<file path="src/assert_macros.svh">
// assertion macros used by the top level of the frame receiver
// no dependencies
`ifndef ASSERT_MACROS_SVH
`define ASSERT_MACROS_SVH

// same-cycle implication, checked outside reset
`define AST_SAME(name, clk, rst, ante, cons) \
   name: assert property (@(posedge clk) disable iff (rst) (ante) |-> (cons)) \
      else $error("assertion failed");

// next-cycle implication, checked outside reset
`define AST_NEXT(name, clk, rst, ante, cons) \
   name: assert property (@(posedge clk) disable iff (rst) (ante) |=> (cons)) \
      else $error("assertion failed");

`endif

</file>
<file path="src/swfr_pkg.sv">
// types and constants of the sync word frame receiver
// no dependencies
package swfr_pkg;

   localparam int COUNT_W = 7;
   localparam int INDEX_W = 6;

   // receive phases
   localparam logic [2:0] PH_SYNC0 = 3'd0;
   localparam logic [2:0] PH_SYNC1 = 3'd1;
   localparam logic [2:0] PH_SYNC2 = 3'd2;
   localparam logic [2:0] PH_SYNC3 = 3'd3;
   localparam logic [2:0] PH_LEN   = 3'd4;
   localparam logic [2:0] PH_DATA  = 3'd5;
   localparam logic [2:0] PH_CHK   = 3'd6;
   localparam logic [2:0] PH_END   = 3'd7;

   // report status codes
   localparam logic [1:0] ST_OK      = 2'd0;
   localparam logic [1:0] ST_LEN_ERR = 2'd1;
   localparam logic [1:0] ST_CHK_ERR = 2'd2;
   localparam logic [1:0] ST_END_ERR = 2'd3;

   // result kinds
   localparam logic KIND_BYTE   = 1'b0;
   localparam logic KIND_STATUS = 1'b1;

   // register indexes
   localparam logic [2:0] REG_SYNC_WORD      = 3'd0;
   localparam logic [2:0] REG_MIN_LENGTH     = 3'd1;
   localparam logic [2:0] REG_TRAILER_LENGTH = 3'd2;
   localparam logic [2:0] REG_END_BYTE       = 3'd3;
   localparam logic [2:0] REG_MAX_LENGTH     = 3'd4;

   typedef struct packed {
      logic [31:0] sync_word;
      logic [7:0]  min_length;
      logic [7:0]  trailer_length;
      logic [7:0]  end_byte;
      logic [6:0]  max_length;
   } cfg_type;

   // report command from front to back
   typedef struct packed {
      logic               drain;   // 1: report stored bytes, 0: one status item
      logic [1:0]         status;
      logic [COUNT_W-1:0] count;
   } cmd_type;

   // payload store write
   typedef struct packed {
      logic               en;
      logic [INDEX_W-1:0] addr;
      logic [7:0]         data;
   } wr_type;

endpackage

</file>
<file path="src/swfr_front.sv">
// front part: sync hunt, length check, data store, checksum and end byte
// depends on swfr_pkg
module swfr_front #(
   parameter int STORE_DEPTH = 64
) (
   input  logic             clock,
   input  logic             reset,
   input  swfr_pkg::cfg_type cfg,
   input  logic             push,
   output logic             full,
   input  logic [7:0]       rx_byte,
   input  logic             q_full,
   input  logic             drain_busy,
   output logic             cmd_push,
   output swfr_pkg::cmd_type cmd,
   output swfr_pkg::wr_type wr
);
   import swfr_pkg::*;

   localparam logic [COUNT_W-1:0] DEPTH_C = COUNT_W'(STORE_DEPTH);

   logic [2:0]         phase_ff, phase_in;
   logic [7:0]         len_ff, len_in;
   logic [COUNT_W-1:0] count_ff, count_in;
   logic [7:0]         sum_ff, sum_in;
   logic [COUNT_W-1:0] eff_max;
   logic [7:0]         bound;
   logic [7:0]         sync_sel;
   logic               accept;

   assign eff_max = (cfg.max_length < DEPTH_C) ? cfg.max_length : DEPTH_C;
   assign bound   = (len_ff > cfg.trailer_length) ? (len_ff - cfg.trailer_length) : 8'd0;

   // data bytes wait while an earlier frame is still read out of the store
   assign full   = q_full | ((phase_ff == PH_DATA) & drain_busy);
   assign accept = push & ~full;

   always_comb begin
      case (phase_ff)
         PH_SYNC1: sync_sel = cfg.sync_word[15:8];
         PH_SYNC2: sync_sel = cfg.sync_word[23:16];
         PH_SYNC3: sync_sel = cfg.sync_word[31:24];
         default:  sync_sel = cfg.sync_word[7:0];
      endcase
   end

   always_comb begin
      phase_in = phase_ff;
      len_in   = len_ff;
      count_in = count_ff;
      sum_in   = sum_ff;
      cmd_push = 1'b0;
      cmd      = '{drain: 1'b0, status: ST_OK, count: '0};
      wr       = '{en: 1'b0, addr: count_ff[INDEX_W-1:0], data: rx_byte};
      if (accept) begin
         case (phase_ff)
            PH_SYNC1, PH_SYNC2, PH_SYNC3: begin
               if (rx_byte == sync_sel) begin
                  phase_in = phase_ff + 3'd1;
                  if (phase_ff == PH_SYNC3) begin
                     count_in = '0;
                  end
               end else begin
                  phase_in = PH_SYNC0;
               end
            end
            PH_LEN: begin
               len_in = rx_byte;
               if ((rx_byte < cfg.min_length) || (rx_byte > {1'b0, eff_max})) begin
                  phase_in   = PH_SYNC0;
                  cmd_push   = 1'b1;
                  cmd.status = ST_LEN_ERR;
               end else begin
                  sum_in   = rx_byte;
                  phase_in = PH_DATA;
               end
            end
            PH_DATA: begin
               if (count_ff < eff_max) begin
                  wr.en    = 1'b1;
                  count_in = count_ff + 1'b1;
               end
               sum_in = sum_ff + rx_byte;
               if (bound <= {1'b0, count_in}) begin
                  phase_in = PH_CHK;
               end
            end
            PH_CHK: begin
               if (sum_ff == rx_byte) begin
                  phase_in = PH_END;
               end else begin
                  phase_in   = PH_SYNC0;
                  cmd_push   = 1'b1;
                  cmd.status = ST_CHK_ERR;
               end
            end
            PH_END: begin
               phase_in = PH_SYNC0;
               cmd_push = 1'b1;
               if (rx_byte != cfg.end_byte) begin
                  cmd.status = ST_END_ERR;
               end else if (count_ff != '0) begin
                  cmd.drain = 1'b1;
                  cmd.count = count_ff;
               end
            end
            default: begin
               phase_in = (rx_byte == sync_sel) ? PH_SYNC1 : PH_SYNC0;
            end
         endcase
      end
   end

   always_ff @(posedge clock) begin
      if (reset) begin
         phase_ff <= PH_SYNC0;
         len_ff   <= '0;
         count_ff <= '0;
         sum_ff   <= '0;
      end else begin
         phase_ff <= phase_in;
         len_ff   <= len_in;
         count_ff <= count_in;
         sum_ff   <= sum_in;
      end
   end

endmodule

</file>
<file path="src/swfr_cmd_fifo.sv">
// two-entry queue of report commands between front and back
// depends on swfr_pkg
module swfr_cmd_fifo (
   input  logic              clock,
   input  logic              reset,
   input  logic              wr_en,
   input  swfr_pkg::cmd_type wr_cmd,
   output logic              q_full,
   input  logic              rd_en,
   output logic              q_empty,
   output swfr_pkg::cmd_type rd_cmd
);
   import swfr_pkg::*;

   cmd_type    slot_ff [2];
   logic       wptr_ff, wptr_in;
   logic       rptr_ff, rptr_in;
   logic [1:0] fill_ff, fill_in;
   logic       do_wr, do_rd;

   assign q_full  = (fill_ff == 2'd2);
   assign q_empty = (fill_ff == 2'd0);
   assign rd_cmd  = slot_ff[rptr_ff];
   assign do_wr   = wr_en & ~q_full;
   assign do_rd   = rd_en & ~q_empty;

   always_comb begin
      wptr_in = wptr_ff ^ do_wr;
      rptr_in = rptr_ff ^ do_rd;
      fill_in = fill_ff + {1'b0, do_wr} - {1'b0, do_rd};
   end

   always_ff @(posedge clock) begin
      if (do_wr) begin
         slot_ff[wptr_ff] <= wr_cmd;
      end
   end

   always_ff @(posedge clock) begin
      if (reset) begin
         wptr_ff <= 1'b0;
         rptr_ff <= 1'b0;
         fill_ff <= 2'd0;
      end else begin
         wptr_ff <= wptr_in;
         rptr_ff <= rptr_in;
         fill_ff <= fill_in;
      end
   end

endmodule

</file>
<file path="src/swfr_back.sv">
// back part: payload store and frame report sequencer with output register
// depends on swfr_pkg
module swfr_back #(
   parameter int STORE_DEPTH = 64
) (
   input  logic              clock,
   input  logic              reset,
   input  swfr_pkg::wr_type  wr,
   input  logic              q_empty,
   input  swfr_pkg::cmd_type q_cmd,
   output logic              q_pop,
   output logic              drain_busy,
   output logic              empty,
   input  logic              pop,
   output logic              rsp_kind,
   output logic [7:0]        rsp_byte_value,
   output logic [5:0]        rsp_byte_index,
   output logic [1:0]        rsp_status,
   output logic              rsp_last
);
   import swfr_pkg::*;

   localparam int AW = $clog2(STORE_DEPTH);

   localparam logic [1:0] B_IDLE = 2'd0;
   localparam logic [1:0] B_READ = 2'd1;
   localparam logic [1:0] B_LOAD = 2'd2;

   logic [7:0]         store_mem [STORE_DEPTH];
   logic [7:0]         rd_data_ff;
   logic [1:0]         state_ff, state_in;
   logic [INDEX_W-1:0] idx_ff, idx_in;
   logic [COUNT_W-1:0] cnt_ff, cnt_in;
   logic               out_valid_ff, out_valid_in;
   logic               kind_ff, kind_in;
   logic [7:0]         value_ff, value_in;
   logic [INDEX_W-1:0] index_ff, index_in;
   logic [1:0]         status_ff, status_in;
   logic               last_ff, last_in;
   logic               out_free;
   logic               at_last;

   assign out_free   = ~out_valid_ff | pop;
   assign at_last    = ({1'b0, idx_ff} + 1'b1) == cnt_ff;
   assign drain_busy = (state_ff != B_IDLE) | ~q_empty;

   assign empty          = ~out_valid_ff;
   assign rsp_kind       = kind_ff;
   assign rsp_byte_value = value_ff;
   assign rsp_byte_index = index_ff;
   assign rsp_status     = status_ff;
   assign rsp_last       = last_ff;

   always_ff @(posedge clock) begin
      if (wr.en) begin
         store_mem[wr.addr[AW-1:0]] <= wr.data;
      end
      if (state_ff == B_READ) begin
         rd_data_ff <= store_mem[idx_ff[AW-1:0]];
      end
   end

   always_comb begin
      state_in     = state_ff;
      idx_in       = idx_ff;
      cnt_in       = cnt_ff;
      q_pop        = 1'b0;
      out_valid_in = out_valid_ff & ~pop;
      kind_in      = kind_ff;
      value_in     = value_ff;
      index_in     = index_ff;
      status_in    = status_ff;
      last_in      = last_ff;
      case (state_ff)
         B_IDLE: begin
            if (!q_empty) begin
               if (q_cmd.drain) begin
                  q_pop    = 1'b1;
                  cnt_in   = q_cmd.count;
                  idx_in   = '0;
                  state_in = B_READ;
               end else if (out_free) begin
                  q_pop        = 1'b1;
                  out_valid_in = 1'b1;
                  kind_in      = KIND_STATUS;
                  value_in     = '0;
                  index_in     = '0;
                  status_in    = q_cmd.status;
                  last_in      = 1'b1;
               end
            end
         end
         B_READ: begin
            state_in = B_LOAD;
         end
         B_LOAD: begin
            if (out_free) begin
               out_valid_in = 1'b1;
               kind_in      = KIND_BYTE;
               value_in     = rd_data_ff;
               index_in     = idx_ff;
               status_in    = ST_OK;
               last_in      = at_last;
               idx_in       = idx_ff + 1'b1;
               state_in     = at_last ? B_IDLE : B_READ;
            end
         end
         default: begin
            state_in = B_IDLE;
         end
      endcase
   end

   always_ff @(posedge clock) begin
      if (reset) begin
         state_ff     <= B_IDLE;
         out_valid_ff <= 1'b0;
      end else begin
         state_ff     <= state_in;
         out_valid_ff <= out_valid_in;
      end
      idx_ff    <= idx_in;
      cnt_ff    <= cnt_in;
      kind_ff   <= kind_in;
      value_ff  <= value_in;
      index_ff  <= index_in;
      status_ff <= status_in;
      last_ff   <= last_in;
   end

endmodule

</file>
<file path="src/sync_word_frame_receiver.sv">
// top level of the sync word frame receiver: registers, front, queue, back
// depends on swfr_pkg, swfr_front, swfr_cmd_fifo, swfr_back, assert_macros.svh
//
//   channel   handshake              payload
//   input     push / full            req_rx_byte
//   result    empty / pop            rsp_kind, rsp_byte_value, rsp_byte_index,
//                                    rsp_status, rsp_last
//   config    valid / ready          csr_index, csr_data
//
// one byte is taken per cycle unless full; no result for sync, data or in-range length bytes.
// a frame report is either one status item or the stored bytes; each stored byte passes
// through the store read (B_READ) and then the output register load (B_LOAD).
// data bytes of a new frame stall (full high) until the previous report has read the store.
// full is also high while the two-entry command queue is full.
// synchronous reset clears phase, front counters, queue and output valid; store is not cleared.
module sync_word_frame_receiver #(
   parameter int STORE_DEPTH = 64
) (
   input  logic        clock,
   input  logic        reset,
   input  logic        push,
   output logic        full,
   input  logic [7:0]  req_rx_byte,
   output logic        empty,
   input  logic        pop,
   output logic        rsp_kind,
   output logic [7:0]  rsp_byte_value,
   output logic [5:0]  rsp_byte_index,
   output logic [1:0]  rsp_status,
   output logic        rsp_last,
   input  logic        valid,
   output logic        ready,
   input  logic [2:0]  csr_index,
   input  logic [31:0] csr_data
);
   import swfr_pkg::*;

`include "assert_macros.svh"

   cfg_type cfg_ff, cfg_in;
   cmd_type front_cmd, q_cmd;
   wr_type  wr;
   logic    cmd_push, q_full, q_empty, q_pop, drain_busy;

   assign ready = 1'b1;

   always_comb begin
      cfg_in = cfg_ff;
      if (valid) begin
         case (csr_index)
            REG_SYNC_WORD:      cfg_in.sync_word      = csr_data;
            REG_MIN_LENGTH:     cfg_in.min_length     = csr_data[7:0];
            REG_TRAILER_LENGTH: cfg_in.trailer_length = csr_data[7:0];
            REG_END_BYTE:       cfg_in.end_byte       = csr_data[7:0];
            REG_MAX_LENGTH:     cfg_in.max_length     = csr_data[6:0];
            default:            cfg_in = cfg_ff;
         endcase
      end
   end

   always_ff @(posedge clock) begin
      if (reset) begin
         cfg_ff <= '{sync_word: 32'd0, min_length: 8'd3, trailer_length: 8'd2,
                     end_byte: 8'd0, max_length: 7'd50};
      end else begin
         cfg_ff <= cfg_in;
      end
   end

   swfr_front #(.STORE_DEPTH(STORE_DEPTH)) u_front (
      .clock      (clock),
      .reset      (reset),
      .cfg        (cfg_ff),
      .push       (push),
      .full       (full),
      .rx_byte    (req_rx_byte),
      .q_full     (q_full),
      .drain_busy (drain_busy),
      .cmd_push   (cmd_push),
      .cmd        (front_cmd),
      .wr         (wr)
   );

   swfr_cmd_fifo u_fifo (
      .clock   (clock),
      .reset   (reset),
      .wr_en   (cmd_push),
      .wr_cmd  (front_cmd),
      .q_full  (q_full),
      .rd_en   (q_pop),
      .q_empty (q_empty),
      .rd_cmd  (q_cmd)
   );

   swfr_back #(.STORE_DEPTH(STORE_DEPTH)) u_back (
      .clock          (clock),
      .reset          (reset),
      .wr             (wr),
      .q_empty        (q_empty),
      .q_cmd          (q_cmd),
      .q_pop          (q_pop),
      .drain_busy     (drain_busy),
      .empty          (empty),
      .pop            (pop),
      .rsp_kind       (rsp_kind),
      .rsp_byte_value (rsp_byte_value),
      .rsp_byte_index (rsp_byte_index),
      .rsp_status     (rsp_status),
      .rsp_last       (rsp_last)
   );

   // the store is never written while a report may still read it
   `AST_SAME(a_store_guard, clock, reset, wr.en, !drain_busy)
   // a command is never offered to a full queue
   `AST_SAME(a_queue_room, clock, reset, cmd_push, !q_full)
   // status items stand alone and carry no byte
   `AST_SAME(a_status_item, clock, reset, !empty && rsp_kind,
             rsp_last && (rsp_byte_value == 8'd0) && (rsp_byte_index == 6'd0))
   // a status command taken from the queue is on the outputs next cycle
   `AST_NEXT(a_report_done, clock, reset, q_pop && !q_cmd.drain, !empty)

endmodule
</file>
<file path="config.mk">
export PLATFORM = sky130hd
export DESIGN_NAME = sync_word_frame_receiver
export DESIGN_NICKNAME = d
export VERILOG_FILES = /design/src/swfr_pkg.sv /design/src/swfr_front.sv /design/src/swfr_cmd_fifo.sv /design/src/swfr_back.sv /design/src/sync_word_frame_receiver.sv
export VERILOG_INCLUDE_DIRS = /design/src /design/src/src
export SDC_FILE = /design/constraint.sdc
export NUM_CORES = 1
export LEC_CHECK = 0
export BUFFER_PORTS_ARGS = -buffer_cell sky130_fd_sc_hd__buf_2
export CORE_MARGIN = 2
export CORE_UTILIZATION = 55
export CTS_CLUSTER_DIAMETER = 60
export DETAILED_ROUTE_END_ITERATION = 6
export GPL_ROUTABILITY_DRIVEN = 1
export PLACE_DENSITY = 0.8
export SLEW_MARGIN = 20
export SYNTH_ARGS = -nofsm -noshare
export SYNTH_HDL_FRONTEND = slang
export SYNTH_HIERARCHICAL = 1
export SYNTH_SLANG_ARGS = --single-unit
</file>
<file path="constraint.sdc">
create_clock -name clock -period 4.1 [get_ports clock]
set_input_delay 0.82 -clock clock [delete_from_list [all_inputs] [get_ports clock]]
set_output_delay 0.82 -clock clock [all_outputs]
set_load 0.005 [all_outputs]
</file>
After elaboration in Yosys (flattened, before gate mapping). Memory sizes are Yosys's and may differ from the RTL's. A register that Yosys moved wholly into a read port is not among the register bits. Cells that the tools add are included.

Word-level logic and storage cells: 181. Memories kept: 2. Register bits after elaboration: 127. RAM bits: 532. Output and inout port bits: 21. Bits of input ports: 48.

Memory list: u_back.store_mem (depth 64, bits a word 8, rd ports 1, clocked after Yosys merged registers in 1, write ports 1, line swfr_back.sv:29) `logic [7:0] store_mem [STORE_DEPTH];`; u_fifo.slot_ff (depth 2, bits a word 10, rd ports 1, clocked after Yosys merged registers in 1, write ports 1, line swfr_cmd_fifo.sv:15) `cmd_type slot_ff [2];`.

Muxes and demuxes: 79. Reductions and logical operators: 23. Bitwise operators: 15. Add/sub/neg operators: 8. Eq/ne operators: 27. Magnitude comparators: 6.

Operator list (count): $mux 7 (9); $mux 8 (6); $mux 6 (7); $pmux 8 s2 (2); $mux 1 (29); $pmux 6 s2 (2); $pmux 8 s3 (1); $mux 2 (9); $eq 8x8->1 (2); $eq 3x3->1 const B (5); $pmux 3 s5 (1); $pmux 7 s2 (1); $reduce_and 2->1 (7); $eq 3x2->1 const B (4); $mux 3 (4); $pmux 2 s3 (2); $mux 10 (1); $ne 2x2->1 const B (5); $reduce_and 3->1 (3); $add 8x8->8 (1); $gt 8x7->1 (1); $gt 8x8->1 (1); $le 8x7->1 (1); $lt 8x8->1 (1); 30 further kinds (53).

Logic depth before layout (Yosys ltp). Gate-level depths: netlist of run 1.

Depth after elaboration: 11. Gate-level depth with buffers: 17. Depth with buffers taken out: 17.

By module. Netlist of run 1, hierarchy kept.

By module, submodules not included: swfr_back (cells an instance 1033, area an instance 21673.3 µm², times used 1, seq. area each 16605.9 µm²); swfr_front (cells an instance 478, area an instance 3579.7 µm², times used 1, seq. area each 520.5 µm²); sync_word_frame_receiver (cells an instance 250, area an instance 2661.3 µm², times used 1, seq. area each 1261.2 µm²); swfr_cmd_fifo (cells an instance 54, area an instance 948.4 µm², times used 1, seq. area each 680.7 µm²).

Worst setup path after synthesis of run 1. Ideal clock, no wire load.

Kind: flip-flop to flip-flop. Start point: register cfg_ff[6] (netlist bit). End point: register u_front.phase_ff[0]. Slack: 0.662 ns. Setup time: 0.095 ns. Data arrival time: 3.343 ns. Path buffers: 1. Data required time: 4.005 ns. Clock period less this slack: 3.438 ns. Stages on the path, launching flop included: 18. Cells stage by stage: dfxtp_1 inv_1 nand2_1 ha_1 nor4b_1 o21ai_0 a31o_2 a21oi_1 buf_1 nand4_1 xnor2_1 ha_1 a21o_1 a21oi_1 a21oi_1 a21o_1 a21o_1 a221oi_1.

Longest elaborated chain between the ends: 9. Elaborated cells between the ends (all ways): 13. Classes of those cells: order compare: 4; eq/ne: 1; mux: 6; reduce/logical: 2.

RTL lines: from (decl) (line sync_word_frame_receiver.sv:40) `cfg_type cfg_ff, cfg_in;`; from (signal assigned) (line sync_word_frame_receiver.sv:63) `cfg_ff <= '{sync_word: 32'd0, min_length: 8'd3, trailer_length: 8'd2,`; from (signal assigned) (line sync_word_frame_receiver.sv:66) `cfg_ff <= cfg_in;`; $lt 7x7->1 (line swfr_front.sv:31) `assign eff_max = (cfg.max_length < DEPTH_C) ? cfg.max_length : DEPTH_C;`; $mux 7 * (line swfr_front.sv:31); $lt 7x7->1 (line swfr_front.sv:79) `if (count_ff < eff_max) begin`; $mux 7 (line swfr_front.sv:79); $mux 7 (line swfr_front.sv:56) `case (phase_ff)`; $mux 7 (line swfr_front.sv:55) `if (accept) begin`; $le 8x7->1 (line swfr_front.sv:84) `if (bound <= {1'b0, count_in}) begin`; $ne 2x2->1 (no source line); $reduce_and 2->1 (no source line); to (signal assigned) (line swfr_front.sv:121) `phase_ff <= phase_in;`; to (decl) (line swfr_front.sv:22) `logic [2:0] phase_ff, phase_in;`.

Every way passes the cells marked *; elsewhere a longest branch is shown, timed or not. The select of a mux whose other input is x is not followed. A chain may end at the register's enable or synchronous reset.

Worst setup path in the final report of run 1.
Start point: register u_front.phase_ff[1]. End point: register u_front.count_ff[2].

Longest elaborated chain between the ends: 6. Elaborated cells between the ends (all ways): 16. Classes of those cells: eq/ne: 7; mux: 2; bitwise: 4; reduce/logical: 3.

RTL lines: parallel branches: the longest is 6 deep, another holds $pmux 8 s3; to (signal assigned) (line swfr_front.sv:123) `count_ff <= count_in;`; to (decl) (line swfr_front.sv:24) `logic [COUNT_W-1:0] count_ff, count_in;`.

Parallel ways; which one is timed is not known.

==> key figures, run 1 <==
Route
  – DRT antenna net count: 0
  – Wirelength per Cell: 24.64 µm
  – Drt drc: 0
  – Via count: 16850
  – Final WL: 66.23 mm
  – DRT iter0 DRCs: 1795
  – Vias per cell: 6.268
  – TritonRoute pass-1 iters: 5

Logic synthesis
  – Synth Register Bits: 667
  – Area contributors post-synth: edfxtp_1 59%, mux4_2 8.2%, dfxtp_1 6.7%
  – Primary FF master, synth: edfxtp_1
  – Fraction of registers with async set/reset: 0%
  – Synthesized instance count: 1815
  – Seq/Total Area, Yosys: around 66%
  – Yosys warning total: 6
  – Count leader, synth: edfxtp_1
  – Synth unique cells: 85
  – Syn_area_per_cell: between 15 and 20 µm²
  – Top-area cell type share of the netlist area: 59.41%
  – Largest area contributor in the netlist: edfxtp_1
  – Net count after synthesis: 1920
  – EDFF count, synth: 571
  – Synth cell count leaders: 571 x edfxtp_1, 134 x nor2_1, 105 x mux4_2
  – Synthesized area: 28860 µm²

Critical path
  – Crit path arrival time: 4.22 ns
  – R2r startpoint: u_front/phase_ff[1]$_SDFFE_PP0P_
  – Critical path launch point type: flip-flop
  – RR Endpoint: u_front/count_ff[2]$_SDFFE_PP0P_
  – CP endpoint: u_front/count_ff[2]$_SDFFE_PP0P_
  – R2R setup slack: 0.35 ns
  – Crit Path Max Fanout: 15
  – Setup CP Type: flip-flop to flip-flop
  – CP endpoint kind: flip-flop
  – FF-to-FF path depth: 10
  – Required time worst endpoint: 4.57 ns
  – Crit. Startpoint: u_front/phase_ff[1]$_SDFFE_PP0P_

Power
  – Tot Pwr: 13.82 mW
  – Power Dens Cells: 426.0 nW/µm²
  – Total leakage power: 11.04 nW
  – Maximum vdd drop: 0.2786 mV

Die
  – Core ar.: 51610 µm²
  – Die H: 233.1 µm
  – # rows: slightly above 80
  – Die X: 233.1 µm
  – Initial Util: a little under three fifths
  – IO Pins: 69
  – Die area: 54330 µm²

Layout
  – P&R area growth vs syn: 12.41%
  – Final Core Density: about 63%
  – N_diodes: 0
  – Layout cells sized above 1: 20.42%
  – Layout net count: roughly 2100
  – Final Non-Filler Cells: between 2000 and 3000

Timing
  – # setup viols final: 0
  – Pin slew with the least headroom to its limit: 1.045 ns
  – Tcrit/Tclk final: 91.39%
  – RSZ-0062 raised after global routing: no
  – Final clock skew: 0.03424 ns
  – Slew HR: roughly 30%
  – Final setup TNS: 0 ns
  – Final Max Slew Viols: 0
  – FMAX: 266.9 MHz
  – Final Hold Fails: 0
  – Fin Hold WS: roughly 0.47 ns
  – Min Tclk post-route: roughly 3.7 ns

Hold path
  – Hold WC Path Type: flip-flop to flip-flop
  – Hold Path Depth: 2

Run
  – Total of max-cap violations: 0

Clock tree
  – TritonCTS clock tree: built
  – Clock transition at the registers of the reported paths: 0.06 ns
  – Clk root buf: clkbuf_16
  – # Post-CTS Setup Buffers: 0
  – Insertion delay to the later sink of the worst-skew pair: 0.61 ns
  – Post-CTS resize count: 0
  – Maximum clock path buffer count: 3
  – Hold_buf cts: 0
  – CTS buffer count: 67
  – Clk sink count: 667
  – H-tree depth: 3

Run status
  – Outcome: finished clean

Placement
  – GPL Wtd Cong: between 0.8 and 0.9
  – Hpwl dp: 41.89 mm
  – Placed insts: 2567
  – I/O Buffers: 67

GRT
  – Initial antenna violation count: 0
  – GRT Util Overall: 24.98%
  – Number of global-route vias before repair: 16910
  – Overflow after GRT: 0
  – First-pass GRT wire length: 101.7 mm
  – Largest net degree at the start of global routing: 96
-- report_power, final --
group          switching (mW)  internal [mW]
clock                    2.53           3.51
combinational           0.268          0.134
sequential             0.0133           7.36
-- flip-flops by register name, indices dropped and copies added (netlist names), 2 cells and up --
signal                 cells
u_back/rsp_byte_value      8
u_fifo/fill_ff             2
u_back/store_mem         512
u_back/state_ff            2
u_front/count_ff           7
u_back/rsp_status          2
u_back/rd_data_ff          8
u_back/cnt_ff              7
u_front/len_ff             8
u_front/phase_ff           3
u_fifo/slot_ff            20
cfg_ff                    63
u_back/rsp_byte_index      6
u_back/idx_ff              6
u_front/sum_ff             8
-- critical path, cell delays in order (launching register included) --
cell and delay (ns):
dfxtp_1 0.41, inv_1 0.18, ha_1 0.58, o21bai_1 0.30
a2111oi_1 0.54, mux2i_1 0.16, or4_4 0.59, nor4_4 0.35
buf_4 0.21, o22ai_1 0.07, a32o_1 0.24
-- routing by layer --
metal	GRT usage, %	part of all wire [%]
met3	5.103	8.5
met5	0	0
met4	7.564	2.7
met2	39.84	48
met1	34.96	41
-- through the flow --
step / worst slack [ns] / area, µm²
4_1_cts: 0.3974 / 32440
6_report: 0.3529 / 32440
2_1_floorplan: 0.6617 / 28860
3_5_place_dp: 0.3945 / 30270
3_3_place_gp: 0.5635 / 30270
5_1_grt: 0.09036 / 32440
-- placed cells by master (no fill, tap or decap), drive strengths merged, types with 7 or more instances in the layout --
cell,n
edfxtp,571
buf,178
nor2,134
mux4,128
nand2b,101
dfxtp,96
clkbuf,84
mux2i,77
ha,55
inv,55
nand2,53
a21oi,48
and2,33
a22oi,33
o21ai,30
clkinv,27
nor3,26
xnor2,25
nor2b,25
nand3,24
o22ai,13
mux2,13
nand4,12
a21o,11
nor4,9
o221ai,8
nand3b,8
or3,7
o21a,7
xor2,7
-- cell type report --
cell class                      count  area, µm²
Clock buffer                       84       1793
Tap cell                          680      850.8
Sequential cell                   667      19070
Clock inverter                     37      381.6
Inverter                           52      195.2
Timing Repair Buffer              178       1234
Fill cell                        3571      19170
Multi-Input combinational cell    990       8922
-- how the worst min path moves through the flow --
stage	startpoint	end	slack, ns
final	u_front/len_ff[6]$_SDFFE_PP0P_	u_front/len_ff[6]$_SDFFE_PP0P_	0.47
after global routing	csr_data[10]	cfg_ff[41]$_SDFFE_PP0P_	0.48
after CTS	csr_data[10]	cfg_ff[41]$_SDFFE_PP0P_	0.46
after detailed placement	u_front/len_ff[4]$_SDFFE_PP0P_	u_front/len_ff[4]$_SDFFE_PP0P_	0.46
after global placement	u_front/len_ff[0]$_SDFFE_PP0P_	u_front/len_ff[0]$_SDFFE_PP0P_	0.45
after floorplan	u_front/len_ff[0]$_SDFFE_PP0P_	u_front/len_ff[0]$_SDFFE_PP0P_	0.44
-- kinds of logic (layout without fill, tap and decap cells) --
family | after synthesis | after routing | share of synthesized area (%)
other | 1 | 1 | 0.01299
adder cells (fa/ha/maj) | 57 | 57 | 2.523
XOR/XNOR | 34 | 34 | 1.127
AND/OR/NAND/NOR | 461 | 461 | 8.510
flip-flops | 667 | 667 | 66.07
multiplexers | 218 | 218 | 13.46
buffers and inverters | 158 | 351 | 3.039
AO/OA/AOI/OAI | 219 | 219 | 5.258
Power figures use the tool's default switching activity.
==> run 2: changes to the inputs <==
--- a/config.mk
+++ b/config.mk
@@ -6,7 +6,7 @@
 export SDC_FILE = /design/constraint.sdc
 export NUM_CORES = 1
 export LEC_CHECK = 0
-export BUFFER_PORTS_ARGS = -buffer_cell sky130_fd_sc_hd__buf_2
+export BUFFER_PORTS_ARGS = -buffer_cell sky130_fd_sc_hd__clkbuf_2
 export CORE_MARGIN = 2
 export CORE_UTILIZATION = 55
 export CTS_CLUSTER_DIAMETER = 60
==> run 2 against run 1 <==
  * Routed wire length about the same
  * Final cell count rose by 0.48%
  * Die area did not move
  * Register-to-register slack got worse by 0.02 ns
  * Via count decreased by 0.37%
  * Design area is 0.17% higher
  * Worst setup slack worse by 0.022 ns
  * Clock power is 0.8% lower
  * Largest cell class unchanged
==> key figures, run 2 (same netlist as run 1, synthesis figures left out) <==
Timing
  – Final clock skew: 0.02750 ns (-0.006745 ns)
  – Min Tclk post-route: 3.769 ns (+0.02174 ns)
  – RSZ-0062 raised after global routing: no
  – Setup WS post-layout: 0.3312 ns (-0.02174 ns)
  – Tcrit/Tclk final: 91.92% (+0.53 points)
  – Pin slew with the least headroom to its limit: 1.027 ns (-0.01850 ns)
  – # setup viols final: 0 (unchanged)
  – FMAX: 265.3 MHz (-0.58%)
  – Final Hold Fails: 0 (unchanged)
  – Slew HR: 31.53% (+1.2 points)
  – Final Max Slew Viols: 0 (unchanged)
  – Final setup TNS: 0 ns (unchanged)

Layout
  – Layout net count: 2076 (+0.73%)
  – Layout cells sized above 1: 20.63% (+0.22 points)
  – Max FFs per register: 512 (unchanged)
  – N_diodes: 0 (unchanged)
  – Final Non-Filler Cells: 2701 (+0.48%)
  – Final Core Density: 62.97% (+0.10 points)
  – Most frequent cells in the layout: 571 x edfxtp_1, 133 x nor2_1, 121 x buf_4, 105 x mux4_2, 101 x nand2b_1
  – Finished Cell Area: 32500 µm² (+0.17%)
  – Commonest non-fill, non-tap cell in the layout: edfxtp_1
  – P&R area growth vs syn: 12.60%

Die
  – IO Pins: 69 (unchanged)
  – Die H: 233.1 µm (unchanged)
  – Die area: 54330 µm² (unchanged)
  – Core ar.: 51610 µm² (unchanged)
  – Die X: 233.1 µm (unchanged)
  – # rows: 83 (unchanged)
  – Initial Util: 55.92% (unchanged)

GRT
  – Largest net degree at the start of global routing: 93 (-3.1%)
  – Overflow after GRT: 0 (unchanged)
  – First-pass GRT wire length: 101.5 mm (-0.19%)
  – GRT Util Overall: 25.00% (about the same)
  – Initial antenna violation count: 0 (unchanged)
  – Number of global-route vias before repair: 16980 (+0.41%)

Route
  – Wirelength per Cell: 24.54 µm (-0.38%)
  – Via count: 16790 (-0.37%)
  – DRT iter0 DRCs: 1716 (-4.4%)
  – Drt drc: 0 (unchanged)
  – DRT antenna net count: 0 (unchanged)
  – Final WL: 66.30 mm (about the same)
  – TritonRoute pass-1 iters: 6 (+1)
  – Vias per cell: 6.215 (-0.85%)

Clock tree
  – Clock transition at the registers of the reported paths: 0.06 ns (about the same)
  – Clk sink count: 667 (unchanged)
  – TritonCTS clock tree: built
  – Clk root buf: clkbuf_16
  – Insertion delay to the later sink of the worst-skew pair: 0.61 ns (about the same)
  – CTS buffer count: 68 (+1.5%)
  – H-tree depth: 3 (unchanged)
  – Hold_buf cts: 0 (unchanged)
  – Post-CTS resize count: 0 (unchanged)
  – Maximum clock path buffer count: 3 (unchanged)
  – # Post-CTS Setup Buffers: 0 (unchanged)

Critical path
  – R2r startpoint: u_front/phase_ff[1]$_SDFFE_PP0P_
  – Crit path arrival time: 4.25 ns (+0.03 ns)
  – R2R setup slack: 0.33 ns (-0.02 ns)
  – Required time worst endpoint: 4.58 ns (about the same)
  – FF-to-FF path depth: 9 (-1)
  – Setup CP Type: flip-flop to flip-flop
  – Slowest cell on the critical path: or4_4
  – Delay-heaviest family, CP: simple AND/OR/NAND/NOR gates
  – Buf/Inv on CP: 1 (-1)
  – RR Endpoint: u_front/count_ff[6]$_SDFFE_PP0P_
  – CP endpoint kind: flip-flop
  – CP cell instances: inv_1 -> ha_1 -> o21bai_1 -> a2111oi_1 -> mux2i_1 -> or4_4 -> nor4_4 -> or2_4 -> mux2_1
  – CP peak stage delay: 0.58 ns (about the same)
  – Crit Path Max Fanout: 15 (unchanged)
  – Critical path launch point type: flip-flop

Run
  – Total of max-cap violations: 0 (unchanged)

Power
  – Maximum vdd drop: 0.2872 mV (+3.1%)
  – Power Dens Cells: 423.8 nW/µm² (-0.50%)
  – Total leakage power: 11.09 nW (+0.44%)

Hold path
  – Hold WC Path Type: input port to flip-flop
  – Worst hold path startpoint: csr_data[12]
  – Hold Path Depth: 3 (+1)
  – Hold Path End: cfg_ff[43]$_SDFFE_PP0P_

Placement
  – Placed insts: 2580 (+0.51%)
  – I/O Buffers: 67 (unchanged)
  – Post-Place Worst Slack: 0.4145 ns (+0.01994 ns)
  – GPL Wtd Cong: 0.9128 (+2.3%)
  – Hpwl dp: 43.21 mm (+3.1%)
  – Dpl cell area: 30350 µm² (+0.28%)

Run status
  – Outcome: finished clean
## run 2: cell types whose count changed in the layout (fill, tap and decap cells not counted), sizes merged
cell	previous run	this run
inv	55	57
clkinv	27	22
clkinvlp	1	2
clkbuf	84	151
buf	178	126
## run 2: worst min-delay path: stages
cell      delay (ns)
clkbuf_2        0.08
nand2b_1        0.05
mux2i_1         0.06
## run 2: per-layer routing
layer  vias to the layer above  wire (µm)  track usage [%]
li1                       7360          -                -
met1                      8486      26860            34.32
met2                       808      32100            40.16
met3                       132       5454            5.042
met4                         0       1885            8.619
met5                         -          0                0
## run 2: layout make-up
class / count / area (µm²)
fill: 3512 / 19110
sequential: 667 / 19070
clock inverter: 35 / 352.8
tap: 680 / 850.8
clock buffer: 85 / 1775
multi-input combinational: 990 / 8922
inverter: 52 / 195.2
timing repair buffer: 192 / 1334
## run 2: per-stage QoR
step                power, mW  hold WS, ns
floorplan               7.766       0.4363
global placement        7.907       0.4429
detailed placement      7.923       0.4565
CTS                     13.85       0.4394
global route            14.14       0.4514
finish                  13.77       0.4603
## run 2: how the worst max path moves through the flow
| stage | from | to | slack (ns) | depth (start not counted) |
|---|---|---|---|---|
| floorplan | cfg_ff[6]$_SDFFE_PP0P_ | u_front/phase_ff[0]$_SDFFE_PP0P_ | 0.66 | 17 |
| global placement | cfg_ff[6]$_SDFFE_PP0P_ | u_front/phase_ff[1]$_SDFFE_PP0P_ | 0.47 | 17 |
| detailed placement | u_front/phase_ff[1]$_SDFFE_PP0P_ | u_front/count_ff[6]$_SDFFE_PP0P_ | 0.41 | 9 |
| CTS | u_front/phase_ff[1]$_SDFFE_PP0P_ | u_front/count_ff[6]$_SDFFE_PP0P_ | 0.38 | 9 |
| global route | cfg_ff[6]$_SDFFE_PP0P_ | u_front/phase_ff[1]$_SDFFE_PP0P_ | 0.08 | 17 |
| finish | u_front/phase_ff[1]$_SDFFE_PP0P_ | u_front/count_ff[6]$_SDFFE_PP0P_ | 0.33 | 9 |
## run 2: report_power, final
part | internal, mW | leakage (nW) | switching (mW)
combinational | 0.137 | 4.11 | 0.270
sequential | 7.36 | 5.95 | 0.0136
clock | 3.47 | 1.04 | 2.52
total | 11.0 | 11.1 | 2.81
==> run 3: changes to the inputs <==
--- a/config.mk
+++ b/config.mk
@@ -6,6 +6,7 @@
 export SDC_FILE = /design/constraint.sdc
 export NUM_CORES = 1
 export LEC_CHECK = 0
+export ABC_AREA = 1
 export BUFFER_PORTS_ARGS = -buffer_cell sky130_fd_sc_hd__clkbuf_2
 export CORE_MARGIN = 2
 export CORE_UTILIZATION = 55
==> run 3 against run 2 <==
  * Design area increased by 2.0%
  * Via count increased by 33%
  * Core utilization is 1.6 points lower
  * Total power increased by 3.1%
  * Critical path depth rose by 2
  * First-iteration DRC count up 40%
  * Highest routed layer unchanged
  * Die area rose by 4.3%
  * Largest cell class unchanged
  * Clock-buffer cell count rose by 3
  * Routed wire length rose by 14%
  * Global-route usage rose by 1.7 points
==> key figures, run 3 <==
Run status
  – Outcome: finished clean

Die
  – Die area: 56660 µm² (+4.3%)
  – Initial Util: 55.75% (-0.17 points)
  – # rows: 85 (+2.4%)
  – Die H: 238.0 µm (+2.1%)
  – Die X: 238.0 µm (+2.1%)
  – IO Pins: 69 (unchanged)
  – Core ar.: 54030 µm² (+4.7%)

Logic synthesis
  – Largest area contributor in the netlist: edfxtp_1
  – Count leader, synth: nand2_1
  – Syn_area_per_cell: 10.06 µm² (-37%)
  – Seq/Total Area, Yosys: 63.30% (-2.8 points)
  – Synth unique cells: 50 (-41%)
  – Top-area cell type share of the netlist area: 56.92% (-2.5 points)
  – Synthesized area: 30120 µm² (+4.4%)
  – Primary FF master, synth: edfxtp_1
  – Fraction of registers with async set/reset: 0% (unchanged)
  – Net count after synthesis: 3099 (+61%)
  – Synthesized instance count: 2994 (+65%)
  – Synth cell count leaders: 912 x nand2_1, 571 x edfxtp_1, 567 x nand3_1
  – Synth Register Bits: 667 (unchanged)
  – Area contributors post-synth: edfxtp_1 57%, nand2_1 11%, nand3_1 9.4%
  – EDFF count, synth: 571 (unchanged)
  – Yosys warning total: 6 (unchanged)

Placement
  – Placed insts: 3648 (+41%)
  – Dpl cell area: 30810 µm² (+1.5%)
  – GPL Wtd Cong: 0.9449 (+3.5%)
  – Hpwl dp: 44.56 mm (+3.1%)
  – I/O Buffers: 67 (unchanged)

Critical path
  – Setup CP Type: flip-flop to flip-flop
  – Crit path arrival time: 3.88 ns (-0.37 ns)
  – Required time worst endpoint: 4.32 ns (-0.26 ns)
  – R2r startpoint: u_front/phase_ff[1]$_SDFFE_PP0P_
  – Critical path launch point type: flip-flop
  – Crit. Startpoint: u_front/phase_ff[1]$_SDFFE_PP0P_
  – CP endpoint kind: flip-flop
  – CP endpoint: u_back/store_mem[61][0]$_DFFE_PP_
  – Crit Path Max Fanout: 14 (-1)
  – RR Endpoint: u_back/store_mem[61][0]$_DFFE_PP_
  – R2R setup slack: 0.44 ns (+0.11 ns)
  – FF-to-FF path depth: 11 (+2)

Clock tree
  – CTS buffer count: 71 (+4.4%)
  – Hold_buf cts: 0 (unchanged)
  – TritonCTS clock tree: built
  – Maximum clock path buffer count: 3 (unchanged)
  – Clock transition at the registers of the reported paths: 0.06 ns (about the same)
  – Clk root buf: clkbuf_16
  – Insertion delay to the later sink of the worst-skew pair: 0.62 ns (about the same)
  – # Post-CTS Setup Buffers: 0 (unchanged)
  – H-tree depth: 3 (unchanged)
  – Clk sink count: 667 (unchanged)

Timing
  – Final Hold Fails: 0 (unchanged)
  – Fin Hold WS: 0.4718 ns (+0.01152 ns)
  – Tcrit/Tclk final: 89.28% (-2.6 points)
  – # setup viols final: 0 (unchanged)
  – Final Max Slew Viols: 0 (unchanged)
  – Min Tclk post-route: 3.660 ns (-0.1086 ns)
  – RSZ-0062 raised after global routing: no
  – Slew HR: 26.03% (-5.5 points)
  – FMAX: 273.2 MHz (+3.0%)
  – Final setup TNS: 0 ns (unchanged)
  – Final clock skew: 0.03735 ns (+0.009856 ns)
  – Pin slew with the least headroom to its limit: 1.110 ns (+0.08253 ns)

Layout
  – Commonest non-fill, non-tap cell in the layout: nand2_1
  – Finished Cell Area: 33160 µm² (+2.0%)
  – Most frequent cells in the layout: 912 x nand2_1, 571 x edfxtp_1, 567 x nand3_1, 239 x nor2_1, 154 x inv_1
  – P&R area growth vs syn: 10.07%
  – Layout cells sized above 1: 9.103% (-12 points)
  – N_diodes: 0 (unchanged)
  – Layout net count: 3130 (+51%)
  – Max FFs per register: 512 (unchanged)
  – Final Non-Filler Cells: 3772 (+40%)

GRT
  – Global routing's busiest layer: met2
  – Largest net degree at the start of global routing: 193 (+110%)
  – Met3 Usage GRT: 4.732% (-0.31 points)
  – Overflow after GRT: 0 (unchanged)
  – GRT Util Overall: 26.71% (+1.7 points)
  – Met1 usage: 33.40% (-0.92 points)
  – First-pass GRT wire length: 117.6 mm (+16%)
  – Routing usage on met2: 44.81% (+4.6 points)
  – Initial antenna violation count: 0 (unchanged)
  – Number of global-route vias before repair: 21790 (+28%)

Power
  – Maximum vdd drop: 0.3220 mV (+12%)
  – Tot Pwr: 14.20 mW (+3.1%)
  – Total leakage power: 12.78 nW (+15%)
  – Power Dens Cells: 428.2 nW/µm² (+1.0%)

Route
  – DRT iter0 DRCs: 2402 (+40%)
  – Final WL: 75.64 mm (+14%)
  – Drt drc: 0 (unchanged)
  – DRT antenna net count: 0 (unchanged)
  – Vias per cell: 5.908 (-4.9%)
  – Wirelength per Cell: 20.05 µm (-18%)
  – Via count: 22280 (+33%)
  – TritonRoute pass-1 iters: 7 (+1)

Run
  – Total of max-cap violations: 0 (unchanged)

Hold path
  – Hold WC Path Type: input port to flip-flop
  – Hold Path Depth: 3 (unchanged)
run 3: changes by cell type after synthesis, sizes merged, moves of 20 or more:
cell    before  now
nand2       53  918
nand2b     101    0
mux4       128    0
and2        33    2
a22oi       33    0
buf         64  141
nor2       134  261
inv         51  165
mux2i       77    0
xnor2       25    5
nand3       24  568
nor2b       25    0
clkbuf      42   21
run 3: worst min-delay path by stage:
stage / start / to / slack, ns
3_5_place_dp: cfg_ff[23]$_SDFFE_PP1P_ / cfg_ff[23]$_SDFFE_PP1P_ / 0.46
6_report: csr_data[5] / cfg_ff[5]$_SDFFE_PP1P_ / 0.47
3_3_place_gp: u_front/sum_ff[0]$_SDFFE_PP0P_ / u_front/sum_ff[0]$_SDFFE_PP0P_ / 0.46
4_1_cts: csr_data[5] / cfg_ff[5]$_SDFFE_PP1P_ / 0.45
5_1_grt: csr_data[5] / cfg_ff[5]$_SDFFE_PP1P_ / 0.46
2_1_floorplan: cfg_ff[24]$_SDFFE_PP1P_ / cfg_ff[24]$_SDFFE_PP1P_ / 0.44
run 3: cells by family after synthesis:
logic type | after synthesis | share of synthesized area [%]
DFF | 667 | 63.30
buffers and inverters | 329 | 5.375
adders and majority gates | 57 | 2.417
AOI/OAI and AO/OA | 103 | 1.973
other | 1 | 0.01245
muxes | 10 | 0.4735
xor gates and xnor gates | 23 | 0.6687
and+or+nand+nor | 1804 | 25.78
run 3: worst max-delay path: stages (launching register included):
cell and delay [ns]:
dfxtp_1 0.49, inv_1 0.14, ha_1 0.37, nand2_2 0.15, inv_2 0.13, nand2_1 0.11
nand3_1 0.37, nor3_1 0.35, buf_4 0.20, nand4_1 0.12, buf_4 0.24, nor2_1 0.59
run 3: report_power, final:
part | leakage [nW] | internal [mW] | switching (mW)
logic | 5.74 | 0.106 | 0.301
clock network | 1.13 | 3.77 | 2.63
registers | 5.90 | 7.37 | 0.0190
total | 12.8 | 11.2 | 2.95
run 3: through the flow:
step / utilization [%] / setup WS [ns]
floorplan: - / 0.7945
global placement: 57.02 / 0.5393
detailed placement: 57.02 / 0.5163
CTS: 61.35 / 0.4637
global route: 61.37 / 0.1125
finish: 61.37 / 0.4397
run 3: final cells by class:
cell class	instances	area, µm²
well taps	696	870.8
clock buffers	88	1944
clock inverters	36	396.6
multi-input cells	1998	9447
repair buffers	120	795.8
fillers	4154	20870
flip-flops and latches	667	19070
inverters	167	633.1
run 3: repair_timing:
| item | 4_1_cts | 5_1_grt |
|---|---|---|
| endpoints found under the setup margin | 0 | 1 |
| resized for setup | 0 | 1 |
| endpoints found under the hold margin | 0 | 0 |
run 3: metal layers:
| layer | vias up | routed length, µm |
|---|---|---|
| met5 | - | 0 |
| li1 | 10220 | - |
| met3 | 243 | 6967 |
| met1 | 10580 | 28030 |
| met4 | 0 | 3687 |
| met2 | 1235 | 36950 |
